### src/rtl/ets_pkg.sv
// Shared constants, types and the month length table for the epoch
// seconds to calendar converter. No dependencies.
`default_nettype none

package ets_pkg;

  // Field widths
  localparam int unsigned EpochW  = 32;
  localparam int unsigned BiasW   = 12;
  localparam int unsigned YearW   = 8;
  localparam int unsigned MonthW  = 4;
  localparam int unsigned DayW    = 5;
  localparam int unsigned HourW   = 5;
  localparam int unsigned MinW    = 6;
  localparam int unsigned SecW    = 6;

  // Serial divider sizing
  localparam int unsigned RemW    = 17;  // holds any remainder below SecPerDay
  localparam int unsigned StepW   = 6;   // up to EpochW steps
  localparam int unsigned DaysW   = 16;  // whole days fit below 2^16
  localparam int unsigned MinDayW = 11;  // minute of day below 1440

  // Divisors
  localparam logic [RemW-1:0] SecPerDay = RemW'(86400);
  localparam logic [RemW-1:0] SecPerMin = RemW'(60);
  localparam logic [RemW-1:0] MinPerHr  = RemW'(60);

  // Calendar constants, years counted from 1900
  localparam logic [YearW-1:0] YearEpoch   = YearW'(70);
  localparam logic [YearW-1:0] YearNoLeap  = YearW'(200);   // 2100 is a common year
  localparam logic [YearW-1:0] YearSkip    = YearW'(198);   // block 2098..2101
  localparam logic [DaysW-1:0] DaysYear    = DaysW'(365);
  localparam logic [DaysW-1:0] DaysLeap    = DaysW'(366);
  localparam logic [DaysW-1:0] DaysBlock   = DaysW'(1461);
  localparam logic [DaysW-1:0] DaysBlockNl = DaysW'(1460);
  localparam logic [MonthW-1:0] MonthFeb   = MonthW'(1);
  localparam logic [MonthW-1:0] MonthDec   = MonthW'(11);

  // Divider control and status
  typedef struct packed {
    logic              start;
    logic [EpochW-1:0] dividend;
    logic [RemW-1:0]   divisor;
    logic [StepW-1:0]  steps;
  } div_req_t;

  typedef struct packed {
    logic              done;
    logic [EpochW-1:0] quotient;
    logic [RemW-1:0]   remainder;
  } div_rsp_t;

  // Calendar walker control and status
  typedef struct packed {
    logic             start;
    logic [DaysW-1:0] days;
  } cal_req_t;

  typedef struct packed {
    logic              valid;
    logic [YearW-1:0]  year;
    logic [MonthW-1:0] month;
    logic [DayW-1:0]   day;
  } cal_rsp_t;

  // Days in a common-year month, month 0 is January
  function automatic logic [DaysW-1:0] month_days(logic [MonthW-1:0] m);
    logic [DaysW-1:0] len;
    case (m) inside
      MonthFeb:                  len = DaysW'(28);
      4'd3, 4'd5, 4'd8, 4'd10:   len = DaysW'(30);
      default:                   len = DaysW'(31);
    endcase
    return len;
  endfunction

endpackage

`default_nettype wire

### src/rtl/ets_serdiv.sv
// Bit-serial restoring divider: one quotient bit per cycle, dividend
// left-aligned in a shift register. Depends on ets_pkg.
`default_nettype none

module ets_serdiv import ets_pkg::*; (
  input  wire logic clk_i,
  input  wire logic rst_ni,
  input  div_req_t  req_i,
  output div_rsp_t  rsp_o
);

  logic [EpochW-1:0] sh_q, sh_d;
  logic [RemW-1:0]   rem_q, rem_d;
  logic [RemW-1:0]   div_q;
  logic [StepW-1:0]  cnt_q;
  logic              busy_q, done_q;
  logic [RemW:0]     trial, diff;
  logic              fits;

  // Trial subtract of the divisor from the partial remainder
  assign trial = {rem_q, sh_q[EpochW-1]};
  assign diff  = trial - {1'b0, div_q};
  assign fits  = (trial >= {1'b0, div_q});

  always_comb begin
    sh_d  = sh_q;
    rem_d = rem_q;
    if (req_i.start) begin
      sh_d  = req_i.dividend;
      rem_d = '0;
    end else if (busy_q) begin
      sh_d  = {sh_q[EpochW-2:0], fits};
      rem_d = fits ? diff[RemW-1:0] : trial[RemW-1:0];
    end
  end

  // Datapath registers
  always_ff @(posedge clk_i) begin
    sh_q  <= sh_d;
    rem_q <= rem_d;
    if (req_i.start) begin
      div_q <= req_i.divisor;
    end
  end

  // Step counter and completion pulse
  always_ff @(posedge clk_i or negedge rst_ni) begin
    if (!rst_ni) begin
      busy_q <= 1'b0;
      done_q <= 1'b0;
      cnt_q  <= '0;
    end else begin
      done_q <= busy_q && (cnt_q == StepW'(1));
      if (req_i.start) begin
        busy_q <= 1'b1;
        cnt_q  <= req_i.steps;
      end else if (busy_q) begin
        cnt_q <= cnt_q - StepW'(1);
        if (cnt_q == StepW'(1)) begin
          busy_q <= 1'b0;
        end
      end
    end
  end

  assign rsp_o.done      = done_q;
  assign rsp_o.quotient  = sh_q;
  assign rsp_o.remainder = rem_q;

endmodule

`default_nettype wire

### config.mk
export PLATFORM = sky130hd
export DESIGN_NAME = ets_serdiv
export DESIGN_NICKNAME = d
export VERILOG_FILES = /design/src/rtl/ets_pkg.sv /design/src/rtl/ets_serdiv.sv
export SDC_FILE = /design/constraint.sdc
export NUM_CORES = 1
export LEC_CHECK = 0
export BUFFER_PORTS_ARGS = -buffer_cell sky130_fd_sc_hd__buf_2
export CORE_MARGIN = 1
export CORE_UTILIZATION = 45
export DETAILED_ROUTE_END_ITERATION = 10
export PLACE_DENSITY = 0.73
export SLEW_MARGIN = 30
export SYNTH_ARGS = -nofsm -noshare
export SYNTH_HDL_FRONTEND = slang
export SYNTH_SLANG_ARGS = --single-unit
### constraint.sdc
create_clock -name clk_i -period 4.9 [get_ports clk_i]
set_clock_uncertainty 0.05 [all_clocks]
set_input_delay 0.245 -clock clk_i [delete_from_list [all_inputs] [get_ports clk_i]]
set_output_delay 0.245 -clock clk_i [all_outputs]
set_load 0.02 [all_outputs]
; ---- Word level (Yosys, flattened, before mapping)
; Index checks and enable logic that the tools add are counted.
[classes]
add_sub_neg = 2
mul = 0
shift = 0
eq_ne = 1
n_bitwise = 0
div = 0
magnitude_cmp = 1
n_mux = 8
reduce_logical = 2
[op_table]
columns = cell, n
row1 = two-way mux 32 bit, 2
row2 = >= comparator 18 x 17 -> 1 bit, 1
row3 = two-way mux 17 bit, 1
row4 = subtractor 17 bit, 1
row5 = two-way mux 6 bit, 2
row6 = equality test 6 x 1 -> 1 bit (second input constant), 1
row7 = subtractor 6 x 1 -> 6 bit (second input constant), 1
row8 = two-way mux 1 bit, 3
row9 = nonzero test 2 bit, 1
row10 = logical AND 1 bit, 1
[totals]
latchBits = 0
in_bits = 58
word_cells = 20
romBits = 0
out_inout_bits = 50
mem_count = 0
ff_bits = 74
mem_bits_rw = 0

; ---- Depth between registers and ports, before layout
[logic_depth]
depth_word = 4
mapped_depth = 11
mapped_depth_nobuf = 10

; ---- Worst setup path before layout
; Ideal clock, no wire load.
[synth_path]
path_kind = register -> register
start = register sh_q[31]
end = register sh_q[0], data pin
path_stages_with_launch = 11
slack_ns = 2.001
arrival_ns = 2.589
setup_time_ns = 0.260
n_path_buf = 1
required_ns = 4.590
synth_period_minus_slack_ns = 2.899
path_cell_list = edfxtp_1 -> inv_1 -> ha_1 -> inv_1 -> fa_1 -> a211oi_2 -> o21ai_2 -> o2111a_1 -> a211o_1 -> clkbuf_1 -> mux2_2
[synth_between]
elab_chain_len = 3
[synth_rtl]
columns = item, line
row1 = start: declaration, ets_serdiv.sv:12  ; logic [EpochW-1:0] sh_q, sh_d;
row2 = start signal: assignment, ets_serdiv.sv:39  ; sh_q <= sh_d;
row3 = >= comparator 18 x 17 -> 1 bit, ets_serdiv.sv:23  ; assign fits = (trial >= {1'b0, div_q});
row4 = two-way mux 32 bit, ets_serdiv.sv:31  ; end else if (busy_q) begin
row5 = two-way mux 32 bit, ets_serdiv.sv:28  ; if (req_i.start) begin
row6 = net sh_d[0], ets_serdiv.sv:12
; The timed path passes the listed nets, and every way through them passes these cells. The select of a mux whose other input is x is not followed.
; A chain may end at the register's enable or synchronous reset.

; ---- Worst setup path after layout
[layout_path]
start = register sh_q[31]
end = register rem_q[0]
[layout_between]
elab_chain_len = 2
elab_cells_between_ends = 3
classes_between = add/sub (1) / order compare (1) / mux (1)
[layout_rtl]
columns = item, line
row1 = subtractor 17 bit / >= comparator 18 x 17 -> 1 bit (equally long branches), "ets_serdiv.sv:22, ets_serdiv.sv:23"
row2 = two-way mux 17 bit (*), ets_serdiv.sv:33  ; rem_d = fits ? diff[RemW-1:0] : trial[RemW-1:0];
row3 = end signal: assignment, ets_serdiv.sv:40  ; rem_q <= rem_d;
row4 = end: declaration, ets_serdiv.sv:13  ; logic [RemW-1:0] rem_q, rem_d;
; Every way passes the cells marked *; elsewhere a longest branch is shown, timed or not.

==> reports/qor.yml <==
placement:
  post-place-ws_ns: 1.60
  dp_hpwl_mm: 6.40
  gp_congestion: 0.836
  place_inst: 561
  place_area_um2: 4620
  port_buffers: 107
floorplanning:
  die_w_um: 96.2
  io_pins: 108
  core.rowCount: 34
  dieArea_um2: 9260
  initial_utilization: 0.460
  die_h_um: 96.2
  core_um2: 8680
yosys:
  postSynthAreaPerCell_um2: 11.1
  synth-main-ff-cell: "edfxtp_1"
  syn_inst: 359
  yosysSeqAreaShare: 0.503
  yosysMostFrequentCell: "edfxtp_1"
  ys_top_cells_by_area: "edfxtp_1 37%, mux2_2 9.0%, dfxtp_1 8.5%"
  ys_top_cells_by_count: "49 x edfxtp_1, 37 x nand2_1, 32 x mux2_2"
  synth.distinct_cells: 58
  synth_enable_flop_cells: 49
  async_flop_share: 0.108
  ys_warn_count: 0
  synth_area_um2: 4000
  synth_seq_cells: 74
  synth_top_area_share: 0.368
  synth_top_area_cell: "edfxtp_1"
  syn_nets: 437
job:
  max-cap-violations: 0
timing:
  setup_viol: 0
  fin_ws_ns: 1.84
  worstMarginPinSlew_ns: 0.823
  finalMaxSlewViolations: 0
  slew_headroom: 0.452
  rsz0062_at_grt: "false"
  hold_violations: 0
  fin_setup_tns_ns: 0
  period_share: 0.625
  max_clock_freq_ghz: 0.327
  period_minus_slack_ns: 3.06
cells_and_area:
  n_antenna_cell: 0
  area_delta_synth_final_pct: 20.8
  final_area_um2: 4830
  drive_gt1_frac: 0.359
  stdcell_count: 579
  nets: 544
worst_setup_path:
  critical_path_class: "register to register"
  cp_max_fo: 14
  cp.arrival_ns: 3.30
  cpMaxStageDelayCell: "a211oi_4"
  worstSetupStartpointType: "register"
  cp.required_ns: 5.14
  critPathCaptureType: "register"
  path_cells: "inv_1 > ha_1 > inv_1 > fa_1 > a211oi_2 > o21ai_2 > o2111a_1 > a211oi_4 > buf_8 > mux2i_1 > a22o_1"
  crit_family: "compound AO/OA/AOI/OAI gates"
  cpMostUsedCell: "inv_1"
  cpPeakStageDelay_ns: 0.47
  worst-path-buf-inv: 3
drt:
  wl_mm: 8.89
  num_vias: 3156
  drc: 0
  viasPerCell: 5.45
  wl_per_cell_um: 15.4
  drt_iter0_markers: 117
  antenna_left: 0
  first_pass_iters: 4
global_route:
  grt_pass1_vias: 3014
  grt.total_usage: 0.194
  grt_overflow: 0
  grt_pass1_wl_mm: 13.7
  grt_max_degree: 41
  antenna_found_initial: 0
cts:
  cts.clk_slew.worst_paths_ns: 0.09
  cts_resized: 0
  clkLatencyLatePin_ns: 0.35
  cts_sinks: 74
  cts-htree-levels: 3
  tritoncts: "built"
  root_buffer: "clkbuf_8"
  cts_buffers: 9
  clk_path_buf_depth: 2
power_and_ir_drop:
  power_density_nw_per_um2: 327
  peakVddDrop_uv: 194
  power_leakage_nw: 2.15
worst_hold_path:
  hold_class: "input port to register"
run_status:
  status: "complete, no violations"
kinds of logic after synthesis:
| logic type | Yosys count | share of synthesized area |
|---|---|---|
| simple gates | 91 | 0.107 |
| compound gates | 82 | 0.151 |
| mux | 34 | 0.0952 |
| xor+xnor | 17 | 0.0373 |
| buf+inv | 41 | 0.0423 |
| flops | 74 | 0.503 |
| fa+ha+maj | 20 | 0.0645 |
registers in the layout, summed over array words and instances (netlist names):
register / cells
sh_q: 32
cnt_q: 6
done_q: 1
div_q: 17
busy_q: 1
rem_q: 17
repair_timing:
action                                 CTS  global route
setup buffers                            0             0
setup endpoints to repair                0             0
hold buffers                             1             0
endpoints found under the hold margin    8             0
worst reg2reg max path: stages, from the launching register on:
cell and delay, ns:
edfxtp_1 0.39, inv_1 0.10, ha_1 0.17, inv_1 0.05, fa_1 0.44, a211oi_2 0.30, o21ai_2 0.14, o2111a_1 0.31
a211oi_4 0.47, buf_8 0.23, mux2i_1 0.22, a22o_1 0.14
report_power, final:
group | internal [mW] | switching (mW) | total (mW)
clock | 0.193 | 0.254 | 0.446
combinational | 0.150 | 0.206 | 0.355
sequential | 0.737 | 0.0404 | 0.777
layout make-up:
cell class	count	area [um2]
Clock inverter	7	61.3
Sequential cell	74	2010
Tap cell	108	135
Multi-Input combinational cell	244	1820
Fill cell	811	3850
Inverter	24	90.1
Clock buffer	9	124
Timing Repair Buffer	113	591
final timing paths:
check / start / to / slack, ns / cells past startpoint
max: sh_q[31]$_DFFE_PP_ / rem_q[0]$_SDFFE_PP0P_ / 1.84 / 11
min: req_i[22] / div_q[16]$_DFFE_PP_ / 0.02 / 1
max reg2reg: sh_q[31]$_DFFE_PP_ / rem_q[0]$_SDFFE_PP0P_ / 1.84 / 11
min reg2reg: rem_q[1]$_SDFFE_PP0P_ / rem_q[1]$_SDFFE_PP0P_ / 0.46 / 2
max in group asynchronous: rst_ni / cnt_q[0]$_DFFE_PN0P_ / 4.42 / 2
min in group asynchronous: rst_ni / cnt_q[4]$_DFFE_PN0P_ / 0.22 / 2
stage by stage:
stage / total power, mW / hold slack, ns / util
final: 1.58 / 0.0198 / 0.556
after detailed placement: 1.14 / 0.0447 / 0.532
after floorplan: 1.03 / -0.101 / -
after global placement: 1.13 / 0.0408 / 0.532
after CTS: 1.60 / 0.00467 / 0.555
after global routing: 1.66 / 0.00226 / 0.556
placed cells by master, fill, tap and decap left out, types with 3 or more instances in the layout:
cell type / count
mux2_2: 32
o21ai_1: 5
dfrtp_1: 8
o311ai_1: 5
nor2_1: 15
and2_1: 3
xor2_1: 10
dfxtp_1: 17
a21oi_1: 15
inv_1: 24
nor3_1: 4
a32oi_1: 4
and3_1: 3
a21o_1: 5
clkbuf_8: 9
xnor2_1: 7
buf_2: 107
nand2_1: 37
edfxtp_1: 49
ha_1: 19
nor2b_1: 3
o211ai_1: 3
o21ai_0: 15
a31oi_1: 3
buf_4: 4
a311oi_2: 3
nand3_1: 16
routing by layer:
metal	GRT usage	up-vias	part of all wire
li1	-	1549	-
met1	0.252	1479	0.44
met2	0.311	113	0.47
met3	0.0513	15	0.072
met4	0.0709	0	0.014
met5	0	-	0
No activity file was read; power rests on OpenSTA's default activity.
