File: src/rtl/ets_pkg.sv
// Shared constants, types and the month length table for the epoch
// seconds to calendar converter. No dependencies.
`default_nettype none

package ets_pkg;

  // Field widths
  localparam int unsigned EpochW  = 32;
  localparam int unsigned BiasW   = 12;
  localparam int unsigned YearW   = 8;
  localparam int unsigned MonthW  = 4;
  localparam int unsigned DayW    = 5;
  localparam int unsigned HourW   = 5;
  localparam int unsigned MinW    = 6;
  localparam int unsigned SecW    = 6;

  // Serial divider sizing
  localparam int unsigned RemW    = 17;  // holds any remainder below SecPerDay
  localparam int unsigned StepW   = 6;   // up to EpochW steps
  localparam int unsigned DaysW   = 16;  // whole days fit below 2^16
  localparam int unsigned MinDayW = 11;  // minute of day below 1440

  // Divisors
  localparam logic [RemW-1:0] SecPerDay = RemW'(86400);
  localparam logic [RemW-1:0] SecPerMin = RemW'(60);
  localparam logic [RemW-1:0] MinPerHr  = RemW'(60);

  // Calendar constants, years counted from 1900
  localparam logic [YearW-1:0] YearEpoch   = YearW'(70);
  localparam logic [YearW-1:0] YearNoLeap  = YearW'(200);   // 2100 is a common year
  localparam logic [YearW-1:0] YearSkip    = YearW'(198);   // block 2098..2101
  localparam logic [DaysW-1:0] DaysYear    = DaysW'(365);
  localparam logic [DaysW-1:0] DaysLeap    = DaysW'(366);
  localparam logic [DaysW-1:0] DaysBlock   = DaysW'(1461);
  localparam logic [DaysW-1:0] DaysBlockNl = DaysW'(1460);
  localparam logic [MonthW-1:0] MonthFeb   = MonthW'(1);
  localparam logic [MonthW-1:0] MonthDec   = MonthW'(11);

  // Divider control and status
  typedef struct packed {
    logic              start;
    logic [EpochW-1:0] dividend;
    logic [RemW-1:0]   divisor;
    logic [StepW-1:0]  steps;
  } div_req_t;

  typedef struct packed {
    logic              done;
    logic [EpochW-1:0] quotient;
    logic [RemW-1:0]   remainder;
  } div_rsp_t;

  // Calendar walker control and status
  typedef struct packed {
    logic             start;
    logic [DaysW-1:0] days;
  } cal_req_t;

  typedef struct packed {
    logic              valid;
    logic [YearW-1:0]  year;
    logic [MonthW-1:0] month;
    logic [DayW-1:0]   day;
  } cal_rsp_t;

  // Days in a common-year month, month 0 is January
  function automatic logic [DaysW-1:0] month_days(logic [MonthW-1:0] m);
    logic [DaysW-1:0] len;
    case (m) inside
      MonthFeb:                  len = DaysW'(28);
      4'd3, 4'd5, 4'd8, 4'd10:   len = DaysW'(30);
      default:                   len = DaysW'(31);
    endcase
    return len;
  endfunction

endpackage

`default_nettype wire

File: src/rtl/ets_calwalk.sv
// Year and month walk: turns a day count since 1 January 1970 into year,
// month and day, one subtraction per cycle. Depends on ets_pkg.
`default_nettype none

module ets_calwalk import ets_pkg::*; (
  input  wire logic clk_i,
  input  wire logic rst_ni,
  input  cal_req_t  req_i,
  output cal_rsp_t  rsp_o
);

  typedef enum logic [2:0] {
    CW_IDLE  = 3'b001,
    CW_YEAR  = 3'b010,
    CW_MONTH = 3'b100
  } cw_state_e;

  cw_state_e         state_q, state_d;
  logic              block_q, block_d;
  logic              valid_q, valid_d;
  logic [DaysW-1:0]  days_q, days_d;
  logic [YearW-1:0]  year_q, year_d;
  logic [MonthW-1:0] month_q, month_d;

  logic              leap;
  logic [DaysW-1:0]  ylen, mlen;

  // Leap years in range: divisible by four, except 2100
  assign leap = (year_q[1:0] == 2'b00) && (year_q != YearNoLeap);

  // Step length: a four-year block while it fits, else one year
  always_comb begin
    if (block_q) begin
      ylen = (year_q == YearSkip) ? DaysBlockNl : DaysBlock;
    end else begin
      ylen = leap ? DaysLeap : DaysYear;
    end
    mlen = month_days(month_q) + DaysW'(((month_q == MonthFeb) && leap) ? 1 : 0);
  end

  always_comb begin
    state_d = state_q;
    block_d = block_q;
    valid_d = valid_q;
    days_d  = days_q;
    year_d  = year_q;
    month_d = month_q;
    unique case (state_q)
      CW_IDLE: begin
        if (req_i.start) begin
          state_d = CW_YEAR;
          block_d = 1'b1;
          valid_d = 1'b0;
          days_d  = req_i.days;
          year_d  = YearEpoch;
          month_d = '0;
        end
      end
      CW_YEAR: begin
        if (days_q >= ylen) begin
          days_d = days_q - ylen;
          year_d = year_q + (block_q ? YearW'(4) : YearW'(1));
        end else if (block_q) begin
          block_d = 1'b0;
        end else begin
          state_d = CW_MONTH;
        end
      end
      CW_MONTH: begin
        if ((days_q < mlen) || (month_q == MonthDec)) begin
          state_d = CW_IDLE;
          valid_d = 1'b1;
        end else begin
          days_d  = days_q - mlen;
          month_d = month_q + MonthW'(1);
        end
      end
      default: begin
        state_d = CW_IDLE;
      end
    endcase
  end

  // Control state
  always_ff @(posedge clk_i or negedge rst_ni) begin
    if (!rst_ni) begin
      state_q <= CW_IDLE;
      valid_q <= 1'b0;
      block_q <= 1'b0;
    end else begin
      state_q <= state_d;
      valid_q <= valid_d;
      block_q <= block_d;
    end
  end

  // Working values
  always_ff @(posedge clk_i) begin
    days_q  <= days_d;
    year_q  <= year_d;
    month_q <= month_d;
  end

  assign rsp_o.valid = valid_q;
  assign rsp_o.year  = year_q;
  assign rsp_o.month = month_q + MonthW'(1);
  assign rsp_o.day   = days_q[DayW-1:0] + DayW'(1);

endmodule

`default_nettype wire

File: config.mk
export PLATFORM = sky130hd
export DESIGN_NAME = ets_calwalk
export DESIGN_NICKNAME = d
export VERILOG_FILES = /design/src/rtl/ets_pkg.sv /design/src/rtl/ets_calwalk.sv
export SDC_FILE = /design/constraint.sdc
export NUM_CORES = 1
export LEC_CHECK = 0
export ABC_AREA = 1
export BUFFER_PORTS_ARGS = -buffer_cell sky130_fd_sc_hd__buf_2
export CAP_MARGIN = 15
export CORE_MARGIN = 3
export CORE_UTILIZATION = 55
export CTS_BUF_LIST = sky130_fd_sc_hd__clkbuf_8
export DETAILED_ROUTE_END_ITERATION = 6
export GPL_TIMING_DRIVEN = 0
export PLACE_DENSITY_LB_ADDON = 0.15
export SYNTH_ARGS = -nofsm -noshare
export SYNTH_HDL_FRONTEND = slang
export SYNTH_SLANG_ARGS = --single-unit
File: constraint.sdc
create_clock -name clk_i -period 7.1 [get_ports clk_i]
set_input_delay 0.355 -clock clk_i [delete_from_list [all_inputs] [get_ports clk_i]]
set_output_delay 0.355 -clock clk_i [all_outputs]
set_load 0.03 [all_outputs]
Word level (Yosys, flattened, before mapping)
Cells that the tools add are included.
{"block": "totals", "reg_bits": 33, "latchBits": 0, "ramBits": 0, "romBits": 0, "in_bits": 19, "n_memories": 0}
{"block": "op_classes", "n_addsub": 6, "mul": 0, "div_mod_pow": 0, "magnitude_cmp": 2, "eq_ne": 17, "n_shift": 0, "mux": 28, "n_bitwise": 0, "reduce_logical": 14}
{"operator": "$mux W16", "n": 3}
{"operator": "$pmux W16 S3", "n": 1}
{"operator": "$sub A16 B16 Y16", "n": 2}
{"operator": "$add A16 B1 Y16", "n": 1}
{"operator": "$ge A16 B16 Y1", "n": 1}
{"operator": "$lt A16 B16 Y1", "n": 1}
{"operator": "$mux W8", "n": 2}
{"operator": "$pmux W8 S2", "n": 1}
{"operator": "$mux W3", "n": 5}
{"operator": "$eq A4 B4 Y1 const B", "n": 3}
{"operator": "$ne A2 B2 Y1 const B", "n": 6}
{"operator": "$reduce_and A3 Y1", "n": 4}
{"operator": "$mux W11", "n": 1}
{"operator": "$pmux W3 S3", "n": 1}
{"operator": "$add A8 B3 Y8", "n": 1}
{"operator": "$eq A8 B8 Y1 const B", "n": 1}
{"operator": "$mux W4", "n": 2}
{"operator": "$ne A8 B8 Y1 const B", "n": 1}
{"operator": "$pmux W4 S2", "n": 1}
{"operator": "$reduce_and A4 Y1", "n": 2}
{"operator": "$mux W1", "n": 7}
{"operator": "$add A5 B1 Y5 const B", "n": 1}
{"operator": "$add A4 B1 Y4 const B", "n": 1}
{"operator": "$eq A4 B1 Y1 const B", "n": 1}
{"operator": "13 further kinds", "n": 17}

Logic depth before layout (Yosys ltp)
Gate-level depths: netlist (run 1).
{"block": "depth", "word_depth": 9, "ltp_mapped": 20, "mapped_depth_nobuf": 20}

Least setup slack after synthesis (run 1)
Ideal clock, no wire load.
{"block": "synth_path", "path_kind": "register to register", "start": "reg month_q[0]", "end": "reg days_q[0] (enable)", "arrival_ps": 3175, "required_time_ps": 6711, "path_slack_ps": 3536, "stages_incl_launch_ff": 17, "path_buffers": 0, "synth_period_minus_slack_ps": 3564, "cell_sequence": "edfxtp_1 -> inv_1 -> ha_1 -> or2_2 -> a31oi_1 -> ha_1 -> ha_1 -> inv_1 -> fa_1 -> nand3_1 -> nand3_2 -> nand2_2 -> nand3_1 -> nand3_2 -> nand2_1 -> nor2_1 -> nor2_1"}
{"block": "synth_between", "elab_chain_len": 9, "elab_cells_between_ends": 16, "cone_classes": "add/sub: 1; order compare: 1; eq/ne: 7; mux: 3; reduce/logical: 4"}
{"item": "start: declaration", "line_no": "ets_calwalk.sv:23", "text": "logic [MonthW-1:0] month_q, month_d;"}
{"item": "start signal: assignment", "line_no": "ets_calwalk.sv:101", "text": "month_q <= month_d;"}
{"item": "$eq A4 B2 Y1, or another cell as far along", "line_no": "ets_calwalk.sv:38", "text": "mlen = month_days(month_q) + DaysW'(((month_q == MonthFeb) && leap) ? 1 : 0);"}
{"item": "$reduce_or A4 Y1", "line_no": "ets_pkg.sv:69", "text": "case (m) inside"}
{"item": "$mux W1", "line_no": "ets_pkg.sv:69"}
{"item": "$mux W2", "line_no": "ets_pkg.sv:69"}
{"item": "$add A16 B1 Y16", "line_no": "ets_calwalk.sv:38"}
{"item": "$lt A16 B16 Y1", "line_no": "ets_calwalk.sv:70", "text": "if ((days_q < mlen) || (month_q == MonthDec)) begin"}
{"item": "$logic_or A1 B1 Y1 (*)", "line_no": "ets_calwalk.sv:70"}
{"item": "$ne A2 B2 Y1 (no line) (*)"}
{"item": "$reduce_and A4 Y1 (no line) (*)"}
{"item": "end signal: assignment", "line_no": "ets_calwalk.sv:99", "text": "days_q <= days_d;"}
{"item": "end: declaration", "line_no": "ets_calwalk.sv:21", "text": "logic [DaysW-1:0] days_q, days_d;"}
Every way passes the cells marked *; elsewhere a longest branch is shown, timed or not.
A chain may end at the register's enable or synchronous reset.

Final worst setup path (run 1)
{"block": "layout_path", "start": "reg month_q[1]", "end": "reg days_q[7] (enable)"}
Same word-level chain as after synthesis.

==> results list, run 1 <==
- TritonCTS created 5 clock buffers.
- For the worst setup path, the data required time is 7.02 ns.
- Max-cap violations: 0
- I/O pin cnt: 37
- In this run the remaining antenna-violating nets after routing total 0.
- Worst rel slew slack: 37.2%
- Initial antenna violation count: 0
- Final Hold Fails: 0
* Via/cell ratio: 5.48
- Number of remaining DRC errors: 0
- Cell repeated most along the worst path: sky130_fd_sc_hd__inv_1
* Synth-to-layout area growth: 12.5%
- Ranked by total cell area, the synthesized netlist is headed by sky130_fd_sc_hd__edfxtp_1 27%, sky130_fd_sc_hd__nand2_1 13%, sky130_fd_sc_hd__nand3_1 10%.
- Post-CTS Hold Fix Bufs: 1
- The worst register-to-register path has a setup slack of 3.17 ns.
* Clock slew at reported path FFs: 0.09 ns
- In this run the worst path has a maximum fanout of 16.
* Number of instances in the synthesized netlist: 440
- Average wire length per cell after detail routing: 14.4 microns
- Number of flops mapped to enable cells by yosys: 28
- Summed over all cells, the static leakage comes to roughly 0.0017 uW.
- Once layout is complete, the utilization of the core stands at 66.2%.
- End of the critical path: days_q[7]
* Predominant post-synthesis flop cell: sky130_fd_sc_hd__edfxtp_1
- Setup repair after global routing missed its margin: false
* Sum of internal, switching and leakage power: between 1500 and 2000 uW
- Power spread over the standard cell area amounts to 477 nW/um^2.
* Sum of negative setup slack: 0 ns
- After synthesis the cells add up to approximately 3100 sq um.
* Portion of synthesized cell area occupied by the leading cell type: 27.1%
- Entering global routing, the biggest net connects 17 pins.
* Worst hold-check path type: in2reg
- Detailed placement ended at an HPWL of 6.22 mm.
- Summed over all instances, the cell type with the most area after synthesis is sky130_fd_sc_hd__edfxtp_1.
* Number of setup buffers added after CTS: 0
- Combined global-route utilization of all metal layers: 27.3%
- Fraction of final layout cells sized beyond drive strength 1: between 10% and 20%
- The first TritonRoute pass finished after 6 iterations.
* Detailed router's first-iteration violation count: roughly 190
- Tracing the worst setup path back leads to its startpoint at month_q[1].
* Full die area: 6570 sq um
- Measured in cells, the most critical reg-to-reg path has a length of 18.
- Syn. warnings: 0
- TritonCTS clock tree: yes
- Initial Utilization: 58.8%
* Total core area: roughly 5300 sq um
* FF-to-FF End: days_q[7]
- Syn Area/Cell: 7.04 sq um
- Count of final max-slew check failures: 0
* Clock tree root driver cell: sky130_fd_sc_hd__clkbuf_8
- Final wirelength: 7.99 mm
- Type of the worst setup path: reg2reg
- In the synthesized netlist the async set-or-reset flop fraction comes to around 15%.
- For the worst setup path, the data arrival time is 3.85 ns.
- Final clock period utilization by the worst path: between 50% and 60%
- Type of element capturing the critical path: flip-flop
- Net count reported at finish: roughly 530
- For this design, the slowest cell found on the critical path is sky130_fd_sc_hd__nor2_2.
- The run finished with clean final reports.
* Transition at the pin with the smallest max-transition slack: 0.942 ns
- The number of gates resized after CTS was 0.
- The initialized floorplan defines 26 standard-cell rows.
- Number of inserted filler cells in the final layout: just under 500
- Worst clock skew: 0.0137 ns
* Die boundary width: roughly 81 microns
- In this run the vertical extent of the chip is 81.1 microns.
* Peak per-stage delay on the critical path: 0.71 ns
* Diode insertion count for antenna repair: 0
- STA classifies the critical path startpoint as a flip-flop.
- Minimum period implied by the final worst setup slack: ~3.9 ns
- For this run the aggregate overflow at the end of global routing stands at 0.
- Sequential elements use between 30% and 40% of the synthesized area.
- The worst-case IR drop observed on VDD is 0.280 mV.
* Sinks on the clock net: 33
- The detailed router placed 3,042 vias in this run.
- After synthesis, the netlist uses 39 different library cells.
- The first global-routing pass estimated 13.6 mm of wire.
* Start of the worst register-to-register path: month_q[1]
- Port buffering added 36 buffers.
- The clock reaches the later pin of the worst-skew pair after about 0.3 ns.
* Number of levels the H-tree was split into: 2
- Counting flops and latches in the post-synthesis netlist gives 33.
- Number of global-route vias before repair: 2,950
- The clock passes through at most 2 buffers.
- When the netlist entered floorplanning its net count stood at 483.
* Sequence of cells on the critical path: inv_1, ha_1, inv_1, nor3_1, inv_1, nor2_1, ha_1, ha_1, inv_1, fa_1, nand3_1, nand3_2, nand2_2, nand3_1, nand3_2, nand2_1, nor2_1, nor2_2
- Setup violations remaining at the end of the flow were counted as 0.
- Peak Freq: 254 MHz
- The congestion estimate from routability-driven global placement came to 0.935.
## placed cells by master, fill, tap and decap left out, types with 5 or more instances in the layout
cell type	instances
sky130_fd_sc_hd__buf_2	37
sky130_fd_sc_hd__inv_1	62
sky130_fd_sc_hd__nand2_2	5
sky130_fd_sc_hd__a21oi_1	19
sky130_fd_sc_hd__nor2_1	40
sky130_fd_sc_hd__ha_1	22
sky130_fd_sc_hd__nand4_1	9
sky130_fd_sc_hd__nor3_1	5
sky130_fd_sc_hd__inv_2	5
sky130_fd_sc_hd__nand2_1	107
sky130_fd_sc_hd__o21ai_0	19
sky130_fd_sc_hd__clkbuf_8	5
sky130_fd_sc_hd__nand3_1	64
sky130_fd_sc_hd__edfxtp_1	28
## how the worst min path moves through the flow
stage / from / to / slack [ns] / cells after the start
after global routing: req_i[16] / block_q / 0.35 / 3
after global placement: rst_ni / state_q[1] / 0.18 / 1
after floorplan: rst_ni / block_q / 0.06 / 0
after CTS: req_i[16] / state_q[1] / 0.34 / 3
final: req_i[16] / state_q[1] / 0.35 / 3
after detailed placement: rst_ni / state_q[1] / 0.18 / 1
## critical path: cells and delay by family, from the launching register on
kind,cells,cell delay [ns]
flops,1,0.45
buf+inv,4,0.35
fa+ha+maj,4,0.77
simple gates,10,1.97
## final cells by class
cell class	count	area [sq um]	area share [%]
clock buffers	5	68.8	1.97
inverters	66	248	7.10
flip-flops and latches	33	967	27.7
plain buffers	8	72.6	2.08
multi-input cells	333	1810	52.0
repair buffers	37	190	5.45
well taps	70	87.6	2.51
clock inverters	3	38.8	1.11
## registers in the layout, summed over array words and instances, names as in the netlist
signal / flops
block_q: 1
valid_q: 1
year_q: 8
state_q: 3
days_q: 16
month_q: 4
## power breakdown
part	switching [uW]	leakage, uW	internal, uW
Clock	79.7	0.0000593	103
Combinational	701	0.00130	330
Sequential	112	0.000329	339
## layer usage
| metal | vias up | wire length [microns] | track usage (%) | part of all wire [%] |
|---|---|---|---|---|
| met5 | - | 0 | 0 | 0 |
| met4 | 0 | 147 | 10.1 | 1.8 |
| met3 | 15 | 488 | 4.66 | 6.1 |
| met2 | 85 | 3510 | 44.2 | 44 |
| met1 | 1384 | 3840 | 36.6 | 48 |
| li1 | 1558 | - | - | - |
## stage by stage
stage / setup WS (ns) / hold slack [ns] / cells / area (sq um)
finish: 3.17 / 0.350 / 555 / 3490
global route: 2.75 / 0.351 / 555 / 3490
CTS: 3.15 / 0.339 / 555 / 3490
detailed placement: 3.16 / 0.181 / 546 / 3370
global placement: 2.79 / 0.176 / 546 / 3370
floorplan: 3.54 / 0.0594 / 440 / 3100
## synthesized netlist by cell type (all sizes together), types with 7 or more instances
cell	instances
nor2	45
nand3	67
nor3	7
a21oi	20
inv	66
nand2	112
nand4	9
edfxtp	28
o21ai	23
buf	8
ha	22
## cells by family after synthesis
group | synth area share, %
simple gates | 36.4
compound gates | 10.2
fa+ha+maj | 10.2
xor+xnor | 1.70
buf+inv | 10.3
flops | 31.2
(Power assumes the default switching activity.)
==> inputs of run 2 (changes only) <==
clock period = 3.4 ns   (was 7.1 ns; I/O delays follow)
==> run 2 against run 1 <==
Sequential share of layout area fell by 1.2 points. Register-to-register slack lost 3.0 ns. Utilization rose by 2.9 points. Critical endpoint is now days_q[8]. Hold slack worse by 0.19 ns. Routed wire length is 2.6% higher. Die area did not move. Sequential power grew 110%. Clock power increased by 120%. Count of clock-buffer cells in the layout increased by 1. Highest routed layer unchanged.
==> results list, run 2 (synthesis results as in run 1) <==
- The run finished with clean final reports.
- Port buffering added 36 buffers.
- For this run, global-route usage on met2 was measured as 45.6%.
- The layer flagged by global routing as most heavily used is met2.
* Row cnt: 26
- Routability-driven placement finished with a final weighted congestion of 0.921.
* Initial Utilization: 58.8%
- STA puts the critical path data arrival time at 3.22 ns.
- In the routed layout, each cell is associated on average with a via count of approximately 5.6.
- Power comes to roughly 3700 uW.
* Count of final max-slew check failures: 0
- Transition at the pin with the smallest max-transition slack: 0.376 ns
- Number of inserted filler cells in the final layout: between 400 and 500
- The largest single stage delay on the critical path is around 0.44 ns.
- For the worst-skew pair, the clock arrives at the later sink with an insertion delay of 0.29 ns.
* Net count reported at finish: 534
- Total buffers and inverters traversed by the critical path: 3
- The clock period could shrink to 3.21 ns.
- The number of antenna diodes in the final layout is 0.
* Cell repeated most along the worst path: sky130_fd_sc_hd__ha_1
* Number of remaining DRC errors: 0
- Critical path launch point type: flip-flop
- The area growth from synthesis to layout is 17.4%.
- Total number of vias: around 3,200
- Pin placement for this block handled 37 I/O pins.
- Grouping stages by cell kind, the critical path spends the most delay in simple AND/OR/NAND/NOR gates.
* Met3 routing resource usage after global routing: 3.55%
- Setup violations remaining at the end of the flow were counted as 0.
- Total core area: 5270 sq um
* Die height: 81.1 microns
* Flip-flop count of the largest register after layout: 16
- After the first detailed-routing iteration, the DRC count stood at 242.
- Summed over all layers, the routed wires come to 8.20 mm.
* Initial antenna violation count: 0
* Die boundary width: a little over 80 microns
- Pre-Repair DR Iteration Count: 5
* Type of element capturing the critical path: flip-flop
- Met1 global-route usage: 36.4%
- The first global-routing pass estimated between 10 and 15 mm of wire.
- Between clock sinks in the finished design, the worst skew comes to between 0.003 and 0.004 ns.
- Type of the worst setup path: reg2reg
* Final hold slack: 0.162 ns
- The largest registers in the layout are days_q (16), year_q (8), month_q (4).
- IR analysis of the VDD net gives a maximum drop of about 0.59 mV.
- Sinks on the clock net: 33
* Clock slew at reported path FFs: around 0.07 ns
- The tree is rooted in a sky130_fd_sc_hd__clkbuf_8.
- Traced cell by cell, the critical path runs through inv_2, ha_1, or2_2, a31oi_1, ha_1, ha_1, inv_1, fa_2, nand3_1, nand3_2, nand2_4, nand3_4, nand3_4, nand2_2, nor2_2, nor2_4, clkbuf_16.
- Clock tree synthesis inserted a total of 5 buffers.
- The library cell used most frequently in the layout, excluding fill and tap cells, is sky130_fd_sc_hd__nand2_1.
- Estimated wirelength of the detail-placed design: around 6.4 mm
- Data required time at the worst endpoint: 3.41 ns
- Headroom to the max-slew limit came out at 74.8%.
* Worst hold-check path type: in2reg
- For this design the static power due to leakage is 0.00175 uW.
- Maximum count of clock buffers along a single path: 2
- The via count of the first global-routing pass is 2,966.
- TritonCTS clock tree: yes
* Pwr Density: between 1000 and 1500 nW/um^2
- Of all nets on the critical path, the largest fanout is 8.
- After global routing the overflow that remains totals 0.
* Final clock period utilization by the worst path: 94.3%
* Fraction of final layout cells sized beyond drive strength 1: 18.9%
* Full die area: 6570 sq um
* Average wire length per cell after detail routing: around 15 microns
- Final Hold Fails: 0
- Reg with most FFs: days_q
- Combined global-route utilization of all metal layers: 26.9%
- Leaving out fill and tap cells, the most frequent cells in the layout are 106 x sky130_fd_sc_hd__nand2_1, 63 x sky130_fd_sc_hd__nand3_1, 60 x sky130_fd_sc_hd__inv_1.
- Peak Freq: 312 MHz
- Max-cap violations: 0
- Number of levels the H-tree was split into: 2
* Finished Core Util: around 70%
* Critical-path cell with the highest stage delay: sky130_fd_sc_hd__edfxtp_1
* Post-DRT Antenna Nets: 0
* Largest net degree at the start of global routing: 17
-- run 2: changes by cell type in the layout (fill, tap and decap cells not counted), sizes merged --
| cell | delta |
|---|---|
| buf | +6 |
| clkinv | -1 |
| inv | -1 |
| clkbuf | +2 |
| clkinvlp | +1 |
-- run 2: path summary, 6_finish.rpt --
| check | startpoint | endpoint | slack [ns] | cells after the start |
|---|---|---|---|---|
| max | month_q[0] | days_q[8] | 0.19 | 17 |
| min | req_i[16] | block_q | 0.16 | 3 |
| max reg2reg | month_q[0] | days_q[8] | 0.19 | 17 |
| min reg2reg | valid_q | valid_q | 0.53 | 2 |
| max in group asynchronous | rst_ni | state_q[0] | 2.97 | 2 |
| min in group asynchronous | rst_ni | state_q[1] | 0.22 | 2 |
-- run 2: stage by stage --
stage               instances  TNS [ns]  setup slack, ns  area [sq um]
finish                    562         0            0.193          3640
global route              562    -0.140          -0.0201          3640
CTS                       556         0           0.0441          3530
detailed placement        546     -9.74           -0.555          3370
global placement          546     -7.22           -0.430          3370
floorplan                 440         0           0.0978          3100
-- run 2: final cells by class --
class	instances	area (sq um)	area share [%]
Tap cell	70	87.6	2.41
Buffer	8	72.6	1.99
Clock inverter	2	37.5	1.03
Multi-Input combinational cell	333	1870	51.4
Inverter	66	248	6.81
Sequential cell	33	967	26.6
Timing Repair Buffer	44	273	7.49
Clock buffer	6	82.6	2.27
-- run 2: per-layer routing --
| layer | vias up | wire [microns] |
|---|---|---|
| met1 | 1476 | 3830 |
| met3 | 6 | 495 |
| met5 | - | 0 |
| li1 | 1571 | - |
| met4 | 0 | 63 |
| met2 | 106 | 3810 |
-- run 2: repair_timing --
action | in CTS | in global routing
gates cloned | 0 | 1
gates resized for setup | 3 | 11
setup buffers | 1 | 5
hold buffers | 1 | 0
endpoints found under the hold margin | 5 | 0
setup endpoints to repair | 20 | 20
pin swaps | 1 | 5
-- run 2: worst min-delay path, stage by stage --
cell,delay [ns]
sky130_fd_sc_hd__buf_2,0.09
sky130_fd_sc_hd__nand2_1,0.09
sky130_fd_sc_hd__nand2_1,0.07
-- run 2: where the power goes --
part / internal [uW] / switching [uW]
Combinational: 805 / 1510
Sequential: 705 / 241
Clock: 238 / 158
